### src/hw/rtl/ipg_pkg.sv
// Shared types and constants for the image pyramid gradient block.
`timescale 1ns / 1ps

package ipg_pkg;

	// Configuration register indexes.
	localparam logic [1:0] CFG_COLOUR = 2'd0;
	localparam logic [1:0] CFG_WIDTH  = 2'd1;
	localparam logic [1:0] CFG_HEIGHT = 2'd2;
	localparam logic [1:0] CFG_LEVELS = 2'd3;

	// Reset values of the configuration registers.
	localparam logic [10:0] RST_WIDTH  = 11'd640;
	localparam logic [10:0] RST_HEIGHT = 11'd480;
	localparam logic [2:0]  RST_LEVELS = 3'd4;

	// Last read beat index of a neighborhood fetch and last square root step index.
	localparam logic [2:0] RD_BEATS   = 3'd4;
	localparam logic [4:0] SQRT_LAST  = 5'd24;

	typedef enum logic [3:0] {
		ST_IDLE,
		ST_LEVEL,
		ST_AVG_RD,
		ST_AVG_SUM,
		ST_WRITE,
		ST_GRAD_RD,
		ST_GRAD_CALC,
		ST_SQ_X,
		ST_SQ_Y,
		ST_SQRT_INIT,
		ST_SQRT_STEP,
		ST_PUSH,
		ST_NEXT,
		ST_FLUSH
	} state_t;

	// Commands from the controller to the datapath.
	typedef struct packed {
		logic       accept;
		logic       lvl_load;
		logic       avg_rd;
		logic       grad_rd;
		logic [2:0] rd_k;
		logic       avg_sum;
		logic       wr;
		logic       grad_calc;
		logic       sq_x;
		logic       sq_y;
		logic       sqrt_init;
		logic       sqrt_step;
		logic       push;
		logic       flush;
		logic       lvl_inc;
	} cmd_t;

	// Status from the datapath to the controller.
	typedef struct packed {
		logic lvl_ok;
		logic lvl_zero;
		logic need_grad;
		logic pend_valid;
		logic out_free;
	} sts_t;

	// One result pixel.
	typedef struct packed {
		logic [24:0]        magnitude;
		logic signed [24:0] grad_y;
		logic signed [24:0] grad_x;
		logic [23:0]        intensity;
		logic [9:0]         row;
		logic [9:0]         column;
		logic [1:0]         level;
	} res_t;

endpackage

### src/hw/rtl/ipg_ctrl.sv
// Controller state machine that sequences the per-level work of one pixel.
`timescale 1ns / 1ps

module ipg_ctrl
	import ipg_pkg::*;
(
	input  logic clk,
	input  logic arst_n,
	input  logic in_valid,
	output logic in_ready,
	input  sts_t sts,
	output cmd_t cmd
);

	state_t     state_q, state_d;
	logic [2:0] k_q, k_d;
	logic [4:0] cnt_q, cnt_d;

	// State and counter registers.
	always_ff @(posedge clk or negedge arst_n) begin
		if (!arst_n) begin
			state_q <= ST_IDLE;
			k_q     <= '0;
			cnt_q   <= '0;
		end else begin
			state_q <= state_d;
			k_q     <= k_d;
			cnt_q   <= cnt_d;
		end
	end

	// Next state and commands.
	always_comb begin
		state_d  = state_q;
		k_d      = k_q;
		cnt_d    = cnt_q;
		cmd      = '0;
		cmd.rd_k = k_q;
		in_ready = 1'b0;
		case (state_q)
			ST_IDLE: begin
				in_ready = 1'b1;
				if (in_valid) begin
					cmd.accept = 1'b1;
					state_d    = ST_LEVEL;
				end
			end
			ST_LEVEL: begin
				if (!sts.lvl_ok) begin
					state_d = ST_FLUSH;
				end else begin
					cmd.lvl_load = 1'b1;
					state_d      = sts.lvl_zero ? ST_WRITE : ST_AVG_RD;
				end
			end
			ST_AVG_RD: begin
				cmd.avg_rd = 1'b1;
				if (k_q == RD_BEATS) begin
					k_d     = '0;
					state_d = ST_AVG_SUM;
				end else begin
					k_d = k_q + 3'd1;
				end
			end
			ST_AVG_SUM: begin
				cmd.avg_sum = 1'b1;
				state_d     = ST_WRITE;
			end
			ST_WRITE: begin
				cmd.wr  = 1'b1;
				state_d = sts.need_grad ? ST_GRAD_RD : ST_NEXT;
			end
			ST_GRAD_RD: begin
				cmd.grad_rd = 1'b1;
				if (k_q == RD_BEATS) begin
					k_d     = '0;
					state_d = ST_GRAD_CALC;
				end else begin
					k_d = k_q + 3'd1;
				end
			end
			ST_GRAD_CALC: begin
				cmd.grad_calc = 1'b1;
				state_d       = ST_SQ_X;
			end
			ST_SQ_X: begin
				cmd.sq_x = 1'b1;
				state_d  = ST_SQ_Y;
			end
			ST_SQ_Y: begin
				cmd.sq_y = 1'b1;
				state_d  = ST_SQRT_INIT;
			end
			ST_SQRT_INIT: begin
				cmd.sqrt_init = 1'b1;
				cnt_d         = '0;
				state_d       = ST_SQRT_STEP;
			end
			ST_SQRT_STEP: begin
				cmd.sqrt_step = 1'b1;
				if (cnt_q == SQRT_LAST) begin
					state_d = ST_PUSH;
				end else begin
					cnt_d = cnt_q + 5'd1;
				end
			end
			ST_PUSH: begin
				if (!sts.pend_valid || sts.out_free) begin
					cmd.push = 1'b1;
					state_d  = ST_NEXT;
				end
			end
			ST_NEXT: begin
				cmd.lvl_inc = 1'b1;
				state_d     = ST_LEVEL;
			end
			ST_FLUSH: begin
				if (!sts.pend_valid) begin
					state_d = ST_IDLE;
				end else if (sts.out_free) begin
					cmd.flush = 1'b1;
					state_d   = ST_IDLE;
				end
			end
			default: state_d = ST_IDLE;
		endcase
	end

endmodule

### config.mk
export PLATFORM = sky130hd
export DESIGN_NAME = ipg_ctrl
export DESIGN_NICKNAME = d
export VERILOG_FILES = /design/src/hw/rtl/ipg_pkg.sv /design/src/hw/rtl/ipg_ctrl.sv
export SDC_FILE = /design/constraint.sdc
export NUM_CORES = 1
export LEC_CHECK = 0
export ABC_AREA = 1
export BUFFER_PORTS_ARGS = -buffer_cell sky130_fd_sc_hd__buf_2
export CORE_MARGIN = 2
export CORE_UTILIZATION = 58
export CTS_BUF_LIST = sky130_fd_sc_hd__clkbuf_2
export DETAILED_ROUTE_END_ITERATION = 8
export PLACE_DENSITY = 0.87
export SETUP_SLACK_MARGIN = 0.2
export SYNTH_ARGS = -nofsm -noshare
export SYNTH_HDL_FRONTEND = slang
export SYNTH_SLANG_ARGS = --single-unit
export TNS_END_PERCENT = 50
### constraint.sdc
create_clock -name clk -period 4 [get_ports clk]
set_input_delay 0.2 -clock clk [delete_from_list [all_inputs] [get_ports clk]]
set_output_delay 0.2 -clock clk [all_outputs]
set_load 0.01 [all_outputs]
==> results of run 1 <==
-- worst max path at each step --
stage	slack, ns	end	from	cells past startpoint
floorplan	2.72	state_q[1]	cnt_q[0]	8
global placement	2.60	state_q[1]	cnt_q[0]	8
detailed placement	2.54	state_q[1]	cnt_q[0]	8
CTS	2.36	cmd[16]	state_q[0]	4
global route	2.21	cmd[16]	state_q[0]	4
finish	2.34	cmd[16]	state_q[0]	4
-- timing repair --
action | 4_1_cts | 5_1_grt
setup buffers | 0 | 0
hold buffers | 1 | 0
hold endpoints to repair | 12 | 0
-- where the power goes --
part	internal, W	switching, W	total, W
Combinational	0.000169	0.000308	0.000478
Clock	0.0000205	0.0000368	0.0000573
Sequential	0.000166	0.0000720	0.000238
-- cell usage after synthesis, drive strengths merged --
cell / n
o21ai: 6
inv: 20
nand4: 3
nor2: 33
nand2: 51
ha: 4
nand3: 16
xor2: 1
xnor2: 1
o21a: 1
dfrtp: 12
nor3: 1
buf: 3
a21oi: 2
-- cell type report --
class,count,area (um^2)
fillers,127,414
well taps,16,20.0
clock buffers,3,15.0
repair buffers,26,135
flip-flops and latches,12,300
inverters,20,80.1
multi-input cells,119,594
-- through the flow --
step / power (W) / cell area (um^2) / util / setup WS, ns / hold WS, ns
4_1_cts: 0.000770 / 1140 / 0.734 / 2.36 / 0.337
3_3_place_gp: 0.000696 / 1120 / 0.718 / 2.60 / 0.0885
5_1_grt: 0.000858 / 1140 / 0.734 / 2.21 / 0.368
6_report: 0.000773 / 1140 / 0.734 / 2.34 / 0.332
2_1_floorplan: 0.000598 / 997 / - / 2.72 / -0.0956
3_5_place_dp: 0.000710 / 1120 / 0.718 / 2.54 / 0.0967
-- cells by family (layout without fill, tap and decap cells) --
logic type | Yosys count | in the layout
and+or+nand+nor | 104 | 104
buffers and inverters | 23 | 49
DFF | 12 | 12
AOI/OAI and AO/OA | 9 | 9
adders and majority gates | 4 | 4
xor gates and xnor gates | 2 | 2
-- state kept, by name, summed over array words and instances, names as in the netlist --
signal / cells
cnt_q: 5
k_q: 3
state_q: 4
-- metal layers --
metal / vias to the layer above / GRT usage
li1: 530 / -
met1: 461 / 0.342
met2: 39 / 0.420
met3: 2 / 0.0833
met4: 0 / 0.0353
met5: - / 0
==> qor.csv, run 1 <==
stage,metric,value,unit
layout,"commonest non-fill, non-tap cell in the layout",nand2_1,
worst_setup_path,R2R Setup Slk,2.51,ns
worst_setup_path,Worst R2R End,state_q[1],
synth,Synth Area in Compound Gates,0.0477,
synth,XOR/XNOR Fraction of Synth Area,0.0176,
synth,Yosys top cell area share,0.301,
floorplan,Site Rows,14,
layout,P&R area growth vs syn,14.8,%
pwr,LEAKAGE,0.666,nW
floorplan,die area,2070,um^2
sta,fmax,0.602,GHz
drt,uppermost metal layer occupied by signal nets,met4,
synth,Yosys cell types,21,
worst_setup_path,critical path's slowest cell,dfrtp_1,
worst_setup_path,Slowest Stage Delay on Critical Path,0.52,ns
synth,"Seq/Total Area, Yosys",0.301,
layout,layout cells sized above 1,0.256,
sta,Hold Fails Final Rpt,0,
drt,Antenna Nets Post-Route,0,
clocking,H-tree depth,1,
drt,routed wl met2,1.11,mm
worst_setup_path,worst path arrival time,1.46,ns
clocking,Root Buffer,clkbuf_2,
sta,fin crit share,0.415,
synth,syn_area_per_cell,6.48,um^2
floorplan,die height,45.5,um
synth,Post-Syn Instances,154,
clocking,clock buffer count from CTS,3,
worst_setup_path,Buf/Inv on CP,1,
worst_setup_path,Critical Path RT,3.80,ns
clocking,clock transition at the registers of the reported paths,0.11,ns
layout,Antenna Cells,0,
placed_design,# port buffers,25,
worst_setup_path,critical path class,flop to primary output,
clocking,worst skew pair latency,0.26,ns
synth,mux cell area share after synthesis,0,
global_routing,gr usage total,0.258,
worst_setup_path,Most common cell on crit path,nor2_1,
global_routing,grt total ovfl,0,
synth,dominant cell type by area after synthesis,dfrtp_1,
sta,Setup Viol. Count Final,0,
clocking,CTS Sinks,12,
worst_setup_path,"Max FO, Critical Path",8,
layout,"commonest cells after routing, fill and taps aside","nand2_1 (43), nor2_1 (29), buf_2 (25), inv_1 (15), nand3_1 (15)",
synth,"top cells by area, synth","dfrtp_1 (30%), nand2_1 (16%), nor2_1 (11%)",
pwr,pwr/cell area,675,nW/um^2
sta,Slew Limit Headroom,0.755,
worst_setup_path,FF-to-FF path depth,8,
worst_setup_path,Reg-to-Reg Start,cnt_q[0],
sta,setup_tns,0,ns
synth,Syn Nets,166,
sta,RSZ-0062 raised after global routing,no,
drt,initial DRC count,37,
job,number of max-cap violations,0,
placed_design,Inst Count DP,192,
floorplan,Top-Level Pins,26,
drt,DR pass1 iterations,4,
drt,metal3 WL,152,um
worst_hold_path,path type of the worst min-delay path,input port to async pin,
drt,met1 WL,1.03,mm
synth,post-synthesis simple-gate area fraction,0.481,
clocking,deepest clock path buffer count,2,
global_routing,antenna violations before repair,0,
drt,DR WL/cell,11.8,um
drt,vias,1032,
drt,DR vias/cell,5.27,
sta,Tmin final,1.66,ns
synth,Synth Cell Area,997,um^2
drt,# DRC,0,
synth,"FF+latch count, synth",12,
placed_design,gpl congestion,0.905,
floorplan,DIE WIDTH,45.5,um
sta,max-slew violation count,0,
synth,main combinational cell family by area after synthesis,simple AND/OR/NAND/NOR gates,
worst_setup_path,element type at the critical path end,primary output,
placed_design,hpwl dp,1.90,mm
drt,routed wire length,2.31,mm
global_routing,first-pass GRT wire length,3.93,mm
layout,post-route insts no fill,196,
floorplan,Core ar.,1560,um^2
worst_setup_path,critical path's top delay family,simple AND/OR/NAND/NOR gates,
synth,YS warnings,0,
pwr,Max VDD drop,0.405,mV
worst_setup_path,Setup crit start kind,flop,
clocking,PostCTS Resize Cnt,0,
clocking,CTS tree,yes,
status,status,completed,
floorplan,Starting Density,0.640,
worst_setup_path,CP Cell Sequence,nor2_1 -> nand2_1 -> nor2_1 -> buf_2,
synth,area share of fa/ha/maj cells after synthesis,0.0502,
sta,Layout Skew,0.00708,ns
sta,worst slew pin tran,0.368,ns
global_routing,largest net degree at the start of global routing,13,
layout,nets@finish,194,
global_routing,number of global-route vias before repair,947,
No activity file was read; power rests on OpenSTA's default activity.
==> run 2: changes to the inputs <==
- CORE_UTILIZATION: 58 -> 49
- PLACE_DENSITY: 0.87 -> 0.78
- clock period: 4 -> 1.45 ns (I/O delays scaled with it)
==> qor.csv, run 2 (synthesis results as in run 1) <==
stage,metric,value,unit
drt,# DRC,0,
clocking,Root Buffer,clkbuf_2,
placed_design,# port buffers,25,
sta,worst slew pin tran,0.304,ns
global_routing,gr usage total,0.253,
clocking,clock buffer count from CTS,3,
worst_setup_path,"Max FO, Critical Path",5,
global_routing,largest net degree at the start of global routing,13,
sta,Hold Fails Final Rpt,0,
layout,nets@finish,221,
worst_hold_path,hold path cells,5,
floorplan,Top-Level Pins,26,
sta,Setup Viol. Count Final,2,
global_routing,antenna violations before repair,0,
layout,layout cells sized above 1,0.541,
sta,Fin Hold WS,0.166,ns
pwr,LEAKAGE,0.866,nW
global_routing,first-pass GRT wire length,4.74,mm
worst_setup_path,critical path class,flop to primary output,
worst_setup_path,Critical Path RT,1.38,ns
sta,Layout Skew,0.0150,ns
layout,largest registers,"cnt_q: 5 flops, state_q: 4 flops, k_q: 3 flops",
floorplan,Starting Density,0.514,
layout,fillers,131,
global_routing,number of global-route vias before repair,1097,
job,number of max-cap violations,0,
drt,Antenna Nets Post-Route,0,
layout,"commonest non-fill, non-tap cell in the layout",nand2_1,
drt,DR vias/cell,5.47,
worst_setup_path,element type at the critical path end,primary output,
pwr,Max VDD drop,1.43,mV
sta,setup ws final,-0.0396,ns
clocking,deepest clock path buffer count,2,
layout,max reg flops,5,
worst_setup_path,Setup crit start kind,flop,
drt,vias,1281,
layout,Antenna Cells,0,
clocking,H-tree depth,1,
placed_design,Inst Count DP,203,
sta,RSZ-0062 raised after global routing,yes,
floorplan,Site Rows,16,
floorplan,DIE WIDTH,49.1,um
sta,setup_tns,-0.0513,ns
layout,P&R area growth vs syn,59.6,%
drt,initial DRC count,59,
status,status,finished with violations,
worst_setup_path,worst path arrival time,1.42,ns
sta,fmax,0.671,GHz
drt,DR WL/cell,15.7,um
floorplan,Core ar.,1940,um^2
sta,Slew Limit Headroom,0.797,
floorplan,die area,2410,um^2
layout,post-route insts no fill,234,
worst_setup_path,FF-to-FF path depth,8,
clocking,CTS Sinks,12,
sta,max-slew violation count,0,
status,failing checks,setup timing,
drt,routed wire length,3.67,mm
layout,Top reg by flops,cnt_q,
sta,Tmin final,1.49,ns
clocking,worst skew pair latency,0.29,ns
layout,"commonest cells after routing, fill and taps aside","nand2_1 (32), buf_2 (23), buf_4 (19), nor2_1 (17)",
pwr,pwr/cell area,2020,nW/um^2
clocking,CTS tree,yes,
sta,fin crit share,1.03,
floorplan,die height,49.1,um
drt,DR pass1 iterations,4,
global_routing,grt total ovfl,0,
clocking,clock transition at the registers of the reported paths,0.11,ns
placed_design,hpwl dp,1.87,mm
worst_hold_path,path type of the worst min-delay path,input port to flop,
placed_design,gpl congestion,0.953,
[run 2: layout make-up]
cell class | count | area, um^2 | area share
multi-input cells | 119 | 772 | 0.485
well taps | 27 | 33.8 | 0.0212
flip-flops and latches | 12 | 305 | 0.192
clock buffers | 3 | 15.0 | 0.00943
inverters | 20 | 85.1 | 0.0535
repair buffers | 53 | 380 | 0.239
[run 2: worst max-delay path: stages (launching register included)]
cell and delay [ns]:
dfrtp_2 0.52, buf_6 0.14, nand4_1 0.14, nor2_1 0.18, buf_2 0.16
[run 2: final timing paths]
check                                start  slack [ns]          to
worst max-delay path            state_q[2]       -0.04      cmd[1]
worst min-delay path                sts[4]        0.17  state_q[1]
worst max register to register  state_q[3]       -0.01  state_q[0]
worst min register to register    cnt_q[4]        0.58    cnt_q[4]
max in group asynchronous           arst_n        1.01  state_q[0]
min in group asynchronous           arst_n        0.18      k_q[1]
[run 2: stage by stage]
step                 util  power (W)  worst slack (ns)  instance area, um^2
finish              0.820    0.00322           -0.0396                 1590
global placement    0.585    0.00193            0.0695                 1140
global route        0.820    0.00343           -0.0699                 1590
detailed placement  0.585    0.00198            0.0438                 1140
floorplan               -    0.00166             0.199                 1000
CTS                 0.713    0.00257            0.0954                 1380
[run 2: power by group]
group / leakage, nW / total (W) / switching, W / internal [W]
registers: 0.151 / 0.000711 / 0.000244 / 0.000467
clock network: 0.0125 / 0.000181 / 0.000125 / 0.0000563
logic: 0.702 / 0.00233 / 0.00134 / 0.000986
[run 2: metal layers]
metal / wire [um] / vias up / GRT usage / share of wire
met2: 1990 / 79 / 0.464 / 0.54
met4: 93 / 0 / 0.143 / 0.025
li1: - / 584 / - / -
met5: 0 / - / 0 / 0
met1: 1360 / 605 / 0.278 / 0.37
met3: 222 / 13 / 0.0276 / 0.061
[run 2: what timing repair did]
| item | CTS | global route |
|---|---|---|
| hold buffers | 1 | 0 |
| buffers inserted | 19 | 8 |
| endpoints found under the setup margin | 26 | 27 |
| resized for setup | 28 | 41 |
| endpoints found under the hold margin | 12 | 0 |
| gates cloned | 0 | 0 |
| pin swaps | 11 | 9 |
